==> config.mk <==
export PLATFORM = sky130hd
export DESIGN_NAME = id_record_slot_table
export DESIGN_NICKNAME = d
export VERILOG_FILES = /design/src/idst_pkg.sv /design/src/idst_ctrl.sv /design/src/idst_datapath.sv /design/src/id_record_slot_table.sv
export SDC_FILE = /design/constraint.sdc
export NUM_CORES = 2
export LEC_CHECK = 0
export BUFFER_PORTS_ARGS = -buffer_cell sky130_fd_sc_hd__buf_2
export CAP_MARGIN = 15
export CORE_MARGIN = 10
export CORE_UTILIZATION = 25
export DETAILED_ROUTE_END_ITERATION = 16
export HOLD_SLACK_MARGIN = 0.08
export SKIP_CTS_REPAIR_TIMING = 1
export SYNTH_ARGS = -nofsm -noshare
export SYNTH_HDL_FRONTEND = slang
export SYNTH_SLANG_ARGS = --single-unit
==> constraint.sdc <==
create_clock -name clock -period 4.4 [get_ports clock]
set_input_delay 0.66 -clock clock [delete_from_list [all_inputs] [get_ports clock]]
set_output_delay 0.66 -clock clock [all_outputs]
set_load 0.03 [all_outputs]
==> src/idst_pkg.sv <==
// ----------------------------------------------------------------------------
// idst_pkg
// shared constants, codes and controller/datapath interface types for the
// id record slot table
// ----------------------------------------------------------------------------
package idst_pkg;

   localparam int TABLE_DEPTH = 64;
   localparam int ID_BITS     = 27;
   localparam int SLOT_BITS   = $clog2(TABLE_DEPTH);
   localparam int CNT_BITS    = $clog2(TABLE_DEPTH + 1);
   localparam int CMD_BITS    = 2;
   localparam int STATUS_BITS = 2;

   localparam logic [CNT_BITS-1:0] DEPTH_CNT = CNT_BITS'(TABLE_DEPTH);
   localparam logic [ID_BITS-1:0]  ID_MAX    = '1;
   localparam logic [ID_BITS-1:0]  ID_ONE    = ID_BITS'(1);

   typedef enum logic [CMD_BITS-1:0] {
      CMD_CLEAR  = 2'd0,
      CMD_INSERT = 2'd1,
      CMD_REMOVE = 2'd2,
      CMD_FIND   = 2'd3
   } cmd_type;

   typedef enum logic [STATUS_BITS-1:0] {
      ST_OK        = 2'd0,
      ST_FULL      = 2'd1,
      ST_NOT_FOUND = 2'd2,
      ST_EXHAUSTED = 2'd3
   } status_type;

   // controller to datapath
   typedef struct packed {
      logic start;
      logic scan;
      logic commit;
   } ctl_cmd_type;

   // datapath to controller
   typedef struct packed {
      logic scan_last;
      logic out_free;
   } ctl_stat_type;

endpackage

==> src/idst_ctrl.sv <==
// ----------------------------------------------------------------------------
// idst_ctrl
// sequencer for the slot table: takes a word, runs the slot scan, then
// commits the table update and the result word
// ----------------------------------------------------------------------------
module idst_ctrl (
   input  logic                  clock,
   input  logic                  reset,
   input  logic                  req_valid,
   output logic                  req_stall,
   input  idst_pkg::ctl_stat_type stat,
   output idst_pkg::ctl_cmd_type  ctrl
);
   import idst_pkg::*;

   typedef enum logic [2:0] {
      S_IDLE   = 3'b001,
      S_SCAN   = 3'b010,
      S_COMMIT = 3'b100
   } state_type;

   state_type state_ff, state_in;
   logic      accept;

   assign accept    = req_valid && (state_ff == S_IDLE);
   assign req_stall = (state_ff != S_IDLE);

   always_comb begin
      state_in    = state_ff;
      ctrl.start  = 1'b0;
      ctrl.scan   = 1'b0;
      ctrl.commit = 1'b0;
      unique case (state_ff)
         S_IDLE: begin
            if (accept) begin
               ctrl.start = 1'b1;
               state_in   = S_SCAN;
            end
         end
         S_SCAN: begin
            ctrl.scan = 1'b1;
            // last read data is folded in on this edge
            if (stat.scan_last) begin
               state_in = S_COMMIT;
            end
         end
         S_COMMIT: begin
            if (stat.out_free) begin
               ctrl.commit = 1'b1;
               state_in    = S_IDLE;
            end
         end
         default: begin
            state_in = S_IDLE;
         end
      endcase
   end

   always_ff @(posedge clock) begin
      if (reset) begin
         state_ff <= S_IDLE;
      end else begin
         state_ff <= state_in;
      end
   end

endmodule

==> src/idst_datapath.sv <==
// ----------------------------------------------------------------------------
// idst_datapath
// slot storage, scan address and read pipe, search accumulators, table
// update and the result word register
// ----------------------------------------------------------------------------
module idst_datapath (
   input  logic                                 clock,
   input  logic                                 reset,
   input  logic                                 csr_wr_en,
   input  logic [idst_pkg::CNT_BITS-1:0]        csr_wr_data,
   input  logic [idst_pkg::CMD_BITS-1:0]        req_cmd,
   input  logic [idst_pkg::ID_BITS-1:0]         req_id,
   input  idst_pkg::ctl_cmd_type                ctrl,
   output idst_pkg::ctl_stat_type               stat,
   output logic                                 rsp_valid,
   input  logic                                 rsp_stall,
   output logic [idst_pkg::STATUS_BITS-1:0]     rsp_status,
   output logic [idst_pkg::SLOT_BITS-1:0]       rsp_slot,
   output logic [idst_pkg::ID_BITS-1:0]         rsp_record_id,
   output logic                                 rsp_table_empty
);
   import idst_pkg::*;

   logic [ID_BITS-1:0]     id_mem [TABLE_DEPTH];
   logic [TABLE_DEPTH-1:0] occ_ff, occ_in;

   logic [CNT_BITS-1:0]  entries_ff;
   logic [CNT_BITS-1:0]  used_n;
   cmd_type              op_ff;
   logic [ID_BITS-1:0]   key_ff;
   logic [CNT_BITS-1:0]  addr_ff;
   logic                 issue;

   logic                 rd_vld_ff;
   logic [SLOT_BITS-1:0] rd_idx_ff;
   logic                 rd_occ_ff;
   logic [ID_BITS-1:0]   rd_id_ff;

   logic                 free_found_ff;
   logic [SLOT_BITS-1:0] free_slot_ff;
   logic [ID_BITS-1:0]   max_id_ff;
   logic                 hit_found_ff;
   logic [SLOT_BITS-1:0] hit_slot_ff;
   logic [CNT_BITS-1:0]  occ_cnt_ff;

   logic                 rsp_valid_ff;
   status_type           res_status_ff, res_status;
   logic [SLOT_BITS-1:0] res_slot_ff, res_slot;
   logic [ID_BITS-1:0]   res_id_ff, res_id;
   logic                 res_empty_ff, res_empty;
   logic                 ins_ok;
   logic                 rmv_ok;
   logic [ID_BITS-1:0]   next_id;

   // register above the table size saturates
   assign used_n = (entries_ff > DEPTH_CNT) ? DEPTH_CNT : entries_ff;
   assign issue  = ctrl.scan && (addr_ff < used_n);
   assign next_id = max_id_ff + ID_ONE;

   assign stat.scan_last = (addr_ff >= used_n);
   assign stat.out_free  = !rsp_valid_ff || !rsp_stall;

   always_ff @(posedge clock) begin
      if (reset) begin
         entries_ff <= DEPTH_CNT;
      end else if (csr_wr_en) begin
         entries_ff <= csr_wr_data;
      end
   end

   // scan address and registered read of the id store
   always_ff @(posedge clock) begin
      if (reset) begin
         rd_vld_ff <= 1'b0;
         addr_ff   <= '0;
      end else begin
         rd_vld_ff <= issue;
         if (ctrl.start) begin
            addr_ff <= '0;
         end else if (issue) begin
            addr_ff <= addr_ff + CNT_BITS'(1);
         end
      end
   end

   always_ff @(posedge clock) begin
      if (issue) begin
         rd_id_ff  <= id_mem[addr_ff[SLOT_BITS-1:0]];
         rd_occ_ff <= occ_ff[addr_ff[SLOT_BITS-1:0]];
         rd_idx_ff <= addr_ff[SLOT_BITS-1:0];
      end
   end

   always_ff @(posedge clock) begin
      if (ctrl.commit && ins_ok) begin
         id_mem[free_slot_ff] <= next_id;
      end
   end

   always_ff @(posedge clock) begin
      if (ctrl.start) begin
         op_ff <= cmd_type'(req_cmd);
         key_ff <= req_id;
      end
   end

   // search accumulators
   always_ff @(posedge clock) begin
      if (reset || ctrl.start) begin
         free_found_ff <= 1'b0;
         free_slot_ff  <= '0;
         max_id_ff     <= '0;
         hit_found_ff  <= 1'b0;
         hit_slot_ff   <= '0;
         occ_cnt_ff    <= '0;
      end else if (rd_vld_ff) begin
         if (rd_occ_ff) begin
            occ_cnt_ff <= occ_cnt_ff + CNT_BITS'(1);
            if (rd_id_ff > max_id_ff) begin
               max_id_ff <= rd_id_ff;
            end
            if (!hit_found_ff && (rd_id_ff == key_ff)) begin
               hit_found_ff <= 1'b1;
               hit_slot_ff  <= rd_idx_ff;
            end
         end else if (!free_found_ff) begin
            free_found_ff <= 1'b1;
            free_slot_ff  <= rd_idx_ff;
         end
      end
   end

   assign ins_ok = (op_ff == CMD_INSERT) && free_found_ff && (max_id_ff != ID_MAX);
   assign rmv_ok = (op_ff == CMD_REMOVE) && hit_found_ff;

   always_comb begin
      res_status = ST_OK;
      res_slot   = '0;
      res_id     = '0;
      res_empty  = (occ_cnt_ff == '0);
      unique case (op_ff)
         CMD_CLEAR: begin
            res_empty = 1'b1;
         end
         CMD_INSERT: begin
            if (!free_found_ff) begin
               res_status = ST_FULL;
            end else if (max_id_ff == ID_MAX) begin
               res_status = ST_EXHAUSTED;
            end else begin
               res_slot  = free_slot_ff;
               res_id    = next_id;
               res_empty = 1'b0;
            end
         end
         CMD_REMOVE, CMD_FIND: begin
            if (hit_found_ff) begin
               res_slot = hit_slot_ff;
               res_id   = key_ff;
               // after a remove the table is empty if the hit was the only one
               res_empty = (op_ff == CMD_REMOVE) ? (occ_cnt_ff == CNT_BITS'(1)) : 1'b0;
            end else begin
               res_status = ST_NOT_FOUND;
            end
         end
         default: begin
            res_status = ST_OK;
         end
      endcase
   end

   always_comb begin
      occ_in = occ_ff;
      if (ctrl.commit) begin
         if (op_ff == CMD_CLEAR) begin
            occ_in = '0;
         end else if (ins_ok) begin
            occ_in[free_slot_ff] = 1'b1;
         end else if (rmv_ok) begin
            occ_in[hit_slot_ff] = 1'b0;
         end
      end
   end

   always_ff @(posedge clock) begin
      if (reset) begin
         occ_ff <= '0;
      end else begin
         occ_ff <= occ_in;
      end
   end

   // result word register
   always_ff @(posedge clock) begin
      if (reset) begin
         rsp_valid_ff <= 1'b0;
      end else if (ctrl.commit) begin
         rsp_valid_ff <= 1'b1;
      end else if (!rsp_stall) begin
         rsp_valid_ff <= 1'b0;
      end
   end

   always_ff @(posedge clock) begin
      if (ctrl.commit) begin
         res_status_ff <= res_status;
         res_slot_ff   <= res_slot;
         res_id_ff     <= res_id;
         res_empty_ff  <= res_empty;
      end
   end

   assign rsp_valid       = rsp_valid_ff;
   assign rsp_status      = res_status_ff;
   assign rsp_slot        = res_slot_ff;
   assign rsp_record_id   = res_id_ff;
   assign rsp_table_empty = res_empty_ff;

endmodule

==> src/id_record_slot_table.sv <==
// ----------------------------------------------------------------------------
// id_record_slot_table
// slot table with lowest-free-slot allocation and ascending record ids
// ----------------------------------------------------------------------------
// One command word is taken at a time. Every command (clear, insert, remove,
// find) scans the slots in use one per cycle through the single read port of
// the id store: the word is accepted, entries_in_use slots are read, the last
// read is folded in, and the commit writes the table update. The result word
// is registered at commit, which waits while an older word is held under
// rsp_stall, and may wait there under rsp_stall while the next command is
// taken. entries_in_use must be written through csr_wr_en / csr_wr_data only
// while the block is idle; the block itself does not enforce this.
module id_record_slot_table (
   input  logic                              clock,
   input  logic                              reset,
   input  logic                              csr_wr_en,
   input  logic [idst_pkg::CNT_BITS-1:0]     csr_wr_data,
   input  logic                              req_valid,
   output logic                              req_stall,
   input  logic [idst_pkg::CMD_BITS-1:0]     req_cmd,
   input  logic [idst_pkg::ID_BITS-1:0]      req_id,
   output logic                              rsp_valid,
   input  logic                              rsp_stall,
   output logic [idst_pkg::STATUS_BITS-1:0]  rsp_status,
   output logic [idst_pkg::SLOT_BITS-1:0]    rsp_slot,
   output logic [idst_pkg::ID_BITS-1:0]      rsp_record_id,
   output logic                              rsp_table_empty
);
   import idst_pkg::*;

   ctl_cmd_type  ctrl;
   ctl_stat_type stat;

   idst_ctrl u_ctrl (
      .clock     (clock),
      .reset     (reset),
      .req_valid (req_valid),
      .req_stall (req_stall),
      .stat      (stat),
      .ctrl      (ctrl)
   );

   idst_datapath u_datapath (
      .clock           (clock),
      .reset           (reset),
      .csr_wr_en       (csr_wr_en),
      .csr_wr_data     (csr_wr_data),
      .req_cmd         (req_cmd),
      .req_id          (req_id),
      .ctrl            (ctrl),
      .stat            (stat),
      .rsp_valid       (rsp_valid),
      .rsp_stall       (rsp_stall),
      .rsp_status      (rsp_status),
      .rsp_slot        (rsp_slot),
      .rsp_record_id   (rsp_record_id),
      .rsp_table_empty (rsp_table_empty)
   );

endmodule

==> metrics.csv <==
stage;metric;value;unit
synthesis;synth unique cells;60;
detailed_routing;vias per cell;4.70;
run_status;status;finished clean;
detailed_routing;final wirelength;199;mm
placement;number of port buffers;78;
power;Logic pwr share;0.010;
final_layout;area of the multi-input gates;19100;sq um
final_layout;Filler Cells Inserted;29700;
global_route;vias in the first global route;39200;
die;die area;331000;sq um
placement;routability cong.;0.850;
synthesis;Cell Area, Synth;77100;sq um
cts;CTS sink count;1958;
cts;CTS root buffer;clkbuf_16;
final_layout;fin area;90600;sq um
min_path;HP Class;input pin to flop;
sta;setup violators final;0;
power;clock power share;0.441;
final_layout;most frequent cells in the layout;1827 x edfxtp_1, 530 x mux4_2, 196 x clkbuf_16;
synthesis;prevailing post-synth register cell;edfxtp_1;
sta;highest clock rate;256;MHz
power;switching fraction of total power;0.195;
sta;Tcrit/Tclk final;0.887;
worst_setup_path;critical path class;flop to flop;
synthesis;Yosys warnings;0;
power;Power Dens Cells;405;nW/um^2
synthesis;number of synthesized register bits;1958;
die;Die H;575;um
die;Core Area;307000;sq um
sta;RSZ-0062 raised after global routing;no;
global_route;GRT Util Overall;0.115;
sta;skew final;49.5;ps
sta;worst hold slack;93.7;ps
worst_setup_path;worst endpoint required time;4830;ps
power;Int Power;29500;uW
worst_setup_path;reg2reg end;u_datapath.id_mem[36][11];
sta;worst-margin pin slew;1140;ps
sta;Tmin final;3900;ps
detailed_routing;DRT Pass-1 Iters;5;
synthesis;FFs w/ async S/R, synth;0;
detailed_routing;drc violations;0;
detailed_routing;wire length per cell;23.9;um
synthesis;Net Count, Synth;3872;
worst_setup_path;cells on worst reg2reg path;8;
synthesis;sequential share of the synthesized area;0.745;
global_route;first-pass GRT wire length;286;mm
final_layout;layout cells sized above 1;0.283;
min_path;min-delay src;csr_wr_data[1];
worst_setup_path;CP Data Arrival Time;4330;ps
worst_setup_path;Max Fanout on Critical Path;27;
min_path;Worst Hold Depth;3;
placement;Post-DP Area;84000;sq um
sta;fin. max-slew vios;0;
cts;TritonCTS clock tree;built;
placement;pre-CTS setup slack;543;ps
cts;CTS Buf Count;194;
power;Flop pwr share;0.549;
power;Leak;0.0282;uW
sta;worst setup margin;496;ps
power;Worst IR Drop VDD;0.463;mV
worst_setup_path;RR Startpoint;u_datapath.max_id_ff[0];
cts;CTS Buffer Depth;3;
final_layout;layout net count;4144;
detailed_routing;via count;39100;
die;Die W;575;um
global_route;maximum number of pins on one net before global-route repair;96;
job;total of max-cap violations;0;
detailed_routing;final antenna-violating net count;0;
final_layout;Area Growth Syn to Fin;17.4;%
cts;clock latency on the worst-skew pair;850;ps
worst_setup_path;R2R Setup Slk;500;ps
die;num ports;79;
power;P_sw;7170;uW
final_layout;commonest non-fill, non-tap cell in the layout;edfxtp_1;
detailed_routing;1st-iter DRT viols;4781;
final_layout;register area;57500;sq um
die;starting density of the core;0.252;
die;Rows;203;
min_path;Hold Crit Endpoint;u_datapath.entries_ff[1];
global_route;initial antenna violation count;8;
cts;clock slew seen by the registers of the worst setup and hold paths;60;ps
worst_setup_path;Critical Path Start;u_datapath.max_id_ff[0];
sta;setup TNS;0;ps
synthesis;Avg Inst Size Synth;20.3;sq um
synthesis;number of synthesized flops with an enable pin;1827;
synthesis;Cells after Synth;3792;
sta;Fin. Hold Viols;0;
cts;H-tree levels;4;
worst_setup_path;Startpoint Class;flop;
sta;relative max-transition margin;0.237;
global_route;total gr overflow;0;
placement;Post-DP HPWL;117;mm
worst_setup_path;Setup crit end kind;flop;
-- stage by stage --
| stage | util | instances | total power [uW] |
|---|---|---|---|
| floorplan | - | 3792 | 20700 |
| global placement | 0.274 | 7931 | 20900 |
| detailed placement | 0.274 | 7931 | 20900 |
| CTS | 0.294 | 8282 | 36900 |
| global route | 0.295 | 8320 | 37700 |
| finish | 0.295 | 8321 | 36700 |
-- metal layers --
metal / GRT usage / wire length [um] / vias to the layer above
met5: 0 / 11 / -
met4: 0.0388 / 6170 / 2
met3: 0.0191 / 14400 / 304
met2: 0.183 / 93500 / 1635
met1: 0.160 / 84800 / 21000
li1: - / - / 16200
-- flip-flops by register name, indices dropped and copies added (netlist names), 7 cells and up --
signal	count
u_datapath.id_mem	1728
u_datapath.rsp_record_id	27
u_datapath.max_id_ff	27
u_datapath.key_ff	27
u_datapath.entries_ff	7
u_datapath.addr_ff	7
u_datapath.occ_ff	64
u_datapath.rd_id_ff	27
u_datapath.occ_cnt_ff	7
-- area by class of cell --
| type | instances | area share |
|---|---|---|
| clock inverter | 104 | 0.0116 |
| inverter | 57 | 0.00236 |
| tap | 4100 | 0.0567 |
| clock buffer | 247 | 0.0563 |
| antenna | 2 | 0.0000553 |
| sequential | 1958 | 0.635 |
| multi-input combinational | 1556 | 0.210 |
| timing repair buffer | 297 | 0.0275 |
-- cell families (layout without fill, tap and decap cells) --
group	count (synthesis)	count (layout)	share of synthesized area
flip-flops	1958	1958	0.745
multiplexers	615	615	0.166
AO/OA/AOI/OAI	422	422	0.0323
AND/OR/NAND/NOR	422	422	0.0278
buffers and inverters	278	705	0.0155
XOR/XNOR	58	58	0.00659
adder cells (fa/ha/maj)	39	39	0.00633
other	0	2	0
-- worst max path at each step --
stage	endpoint	slack (ps)	cells after the start
global placement	u_datapath.id_mem[37][3]	570	8
CTS	u_datapath.id_mem[37][3]	510	8
global route	u_datapath.id_mem[37][18]	380	8
floorplan	u_datapath.rd_id_ff[0]	400	13
finish	u_datapath.id_mem[36][11]	500	8
detailed placement	u_datapath.id_mem[37][3]	540	8
-- worst max-delay path, stage by stage, from the launching register on --
cell and delay [ps]:
dfxtp_1 390, ha_2 260, and3_1 240, nand3_1 240, or4_1 380, nand2_1 210, or4_1 680, buf_4 290
nor2_4 770
-- power by group through the flow --
stage	clock network [uW]	registers (uW)	logic, uW
2_1_floorplan	0	20500	234
3_3_place_gp	0	20500	340
3_5_place_dp	0	20500	347
4_1_cts	16400	20100	349
5_1_grt	17200	20100	399
6_report	16200	20100	370
-- Yosys cell counts (10+ instances only) --
master | instances | share of area
clkbuf_1 | 120 | 0.0058
buf_1 | 26 | 0.0013
inv_1 | 56 | 0.0027
mux2i_1 | 57 | 0.0074
mux2_2 | 28 | 0.0041
buf_2 | 59 | 0.0038
nor2b_1 | 44 | 0.0036
nor2_1 | 105 | 0.0051
nor4_1 | 10 | 0.00081
nor3_1 | 13 | 0.00084
nand2_1 | 117 | 0.0057
buf_4 | 11 | 0.0011
o21ai_0 | 117 | 0.0076
a22o_1 | 31 | 0.0035
nand4_1 | 16 | 0.0013
a211oi_1 | 43 | 0.0042
a22oi_1 | 10 | 0.00097
ha_1 | 39 | 0.0063
dfxtp_1 | 131 | 0.034
mux4_2 | 530 | 0.15
edfxtp_1 | 1827 | 0.71
xor2_1 | 21 | 0.0024
nand3_1 | 48 | 0.0031
o21a_1 | 15 | 0.0015
a21oi_1 | 166 | 0.011
xnor2_1 | 37 | 0.0042
No activity file was read; power rests on OpenSTA's default activity.
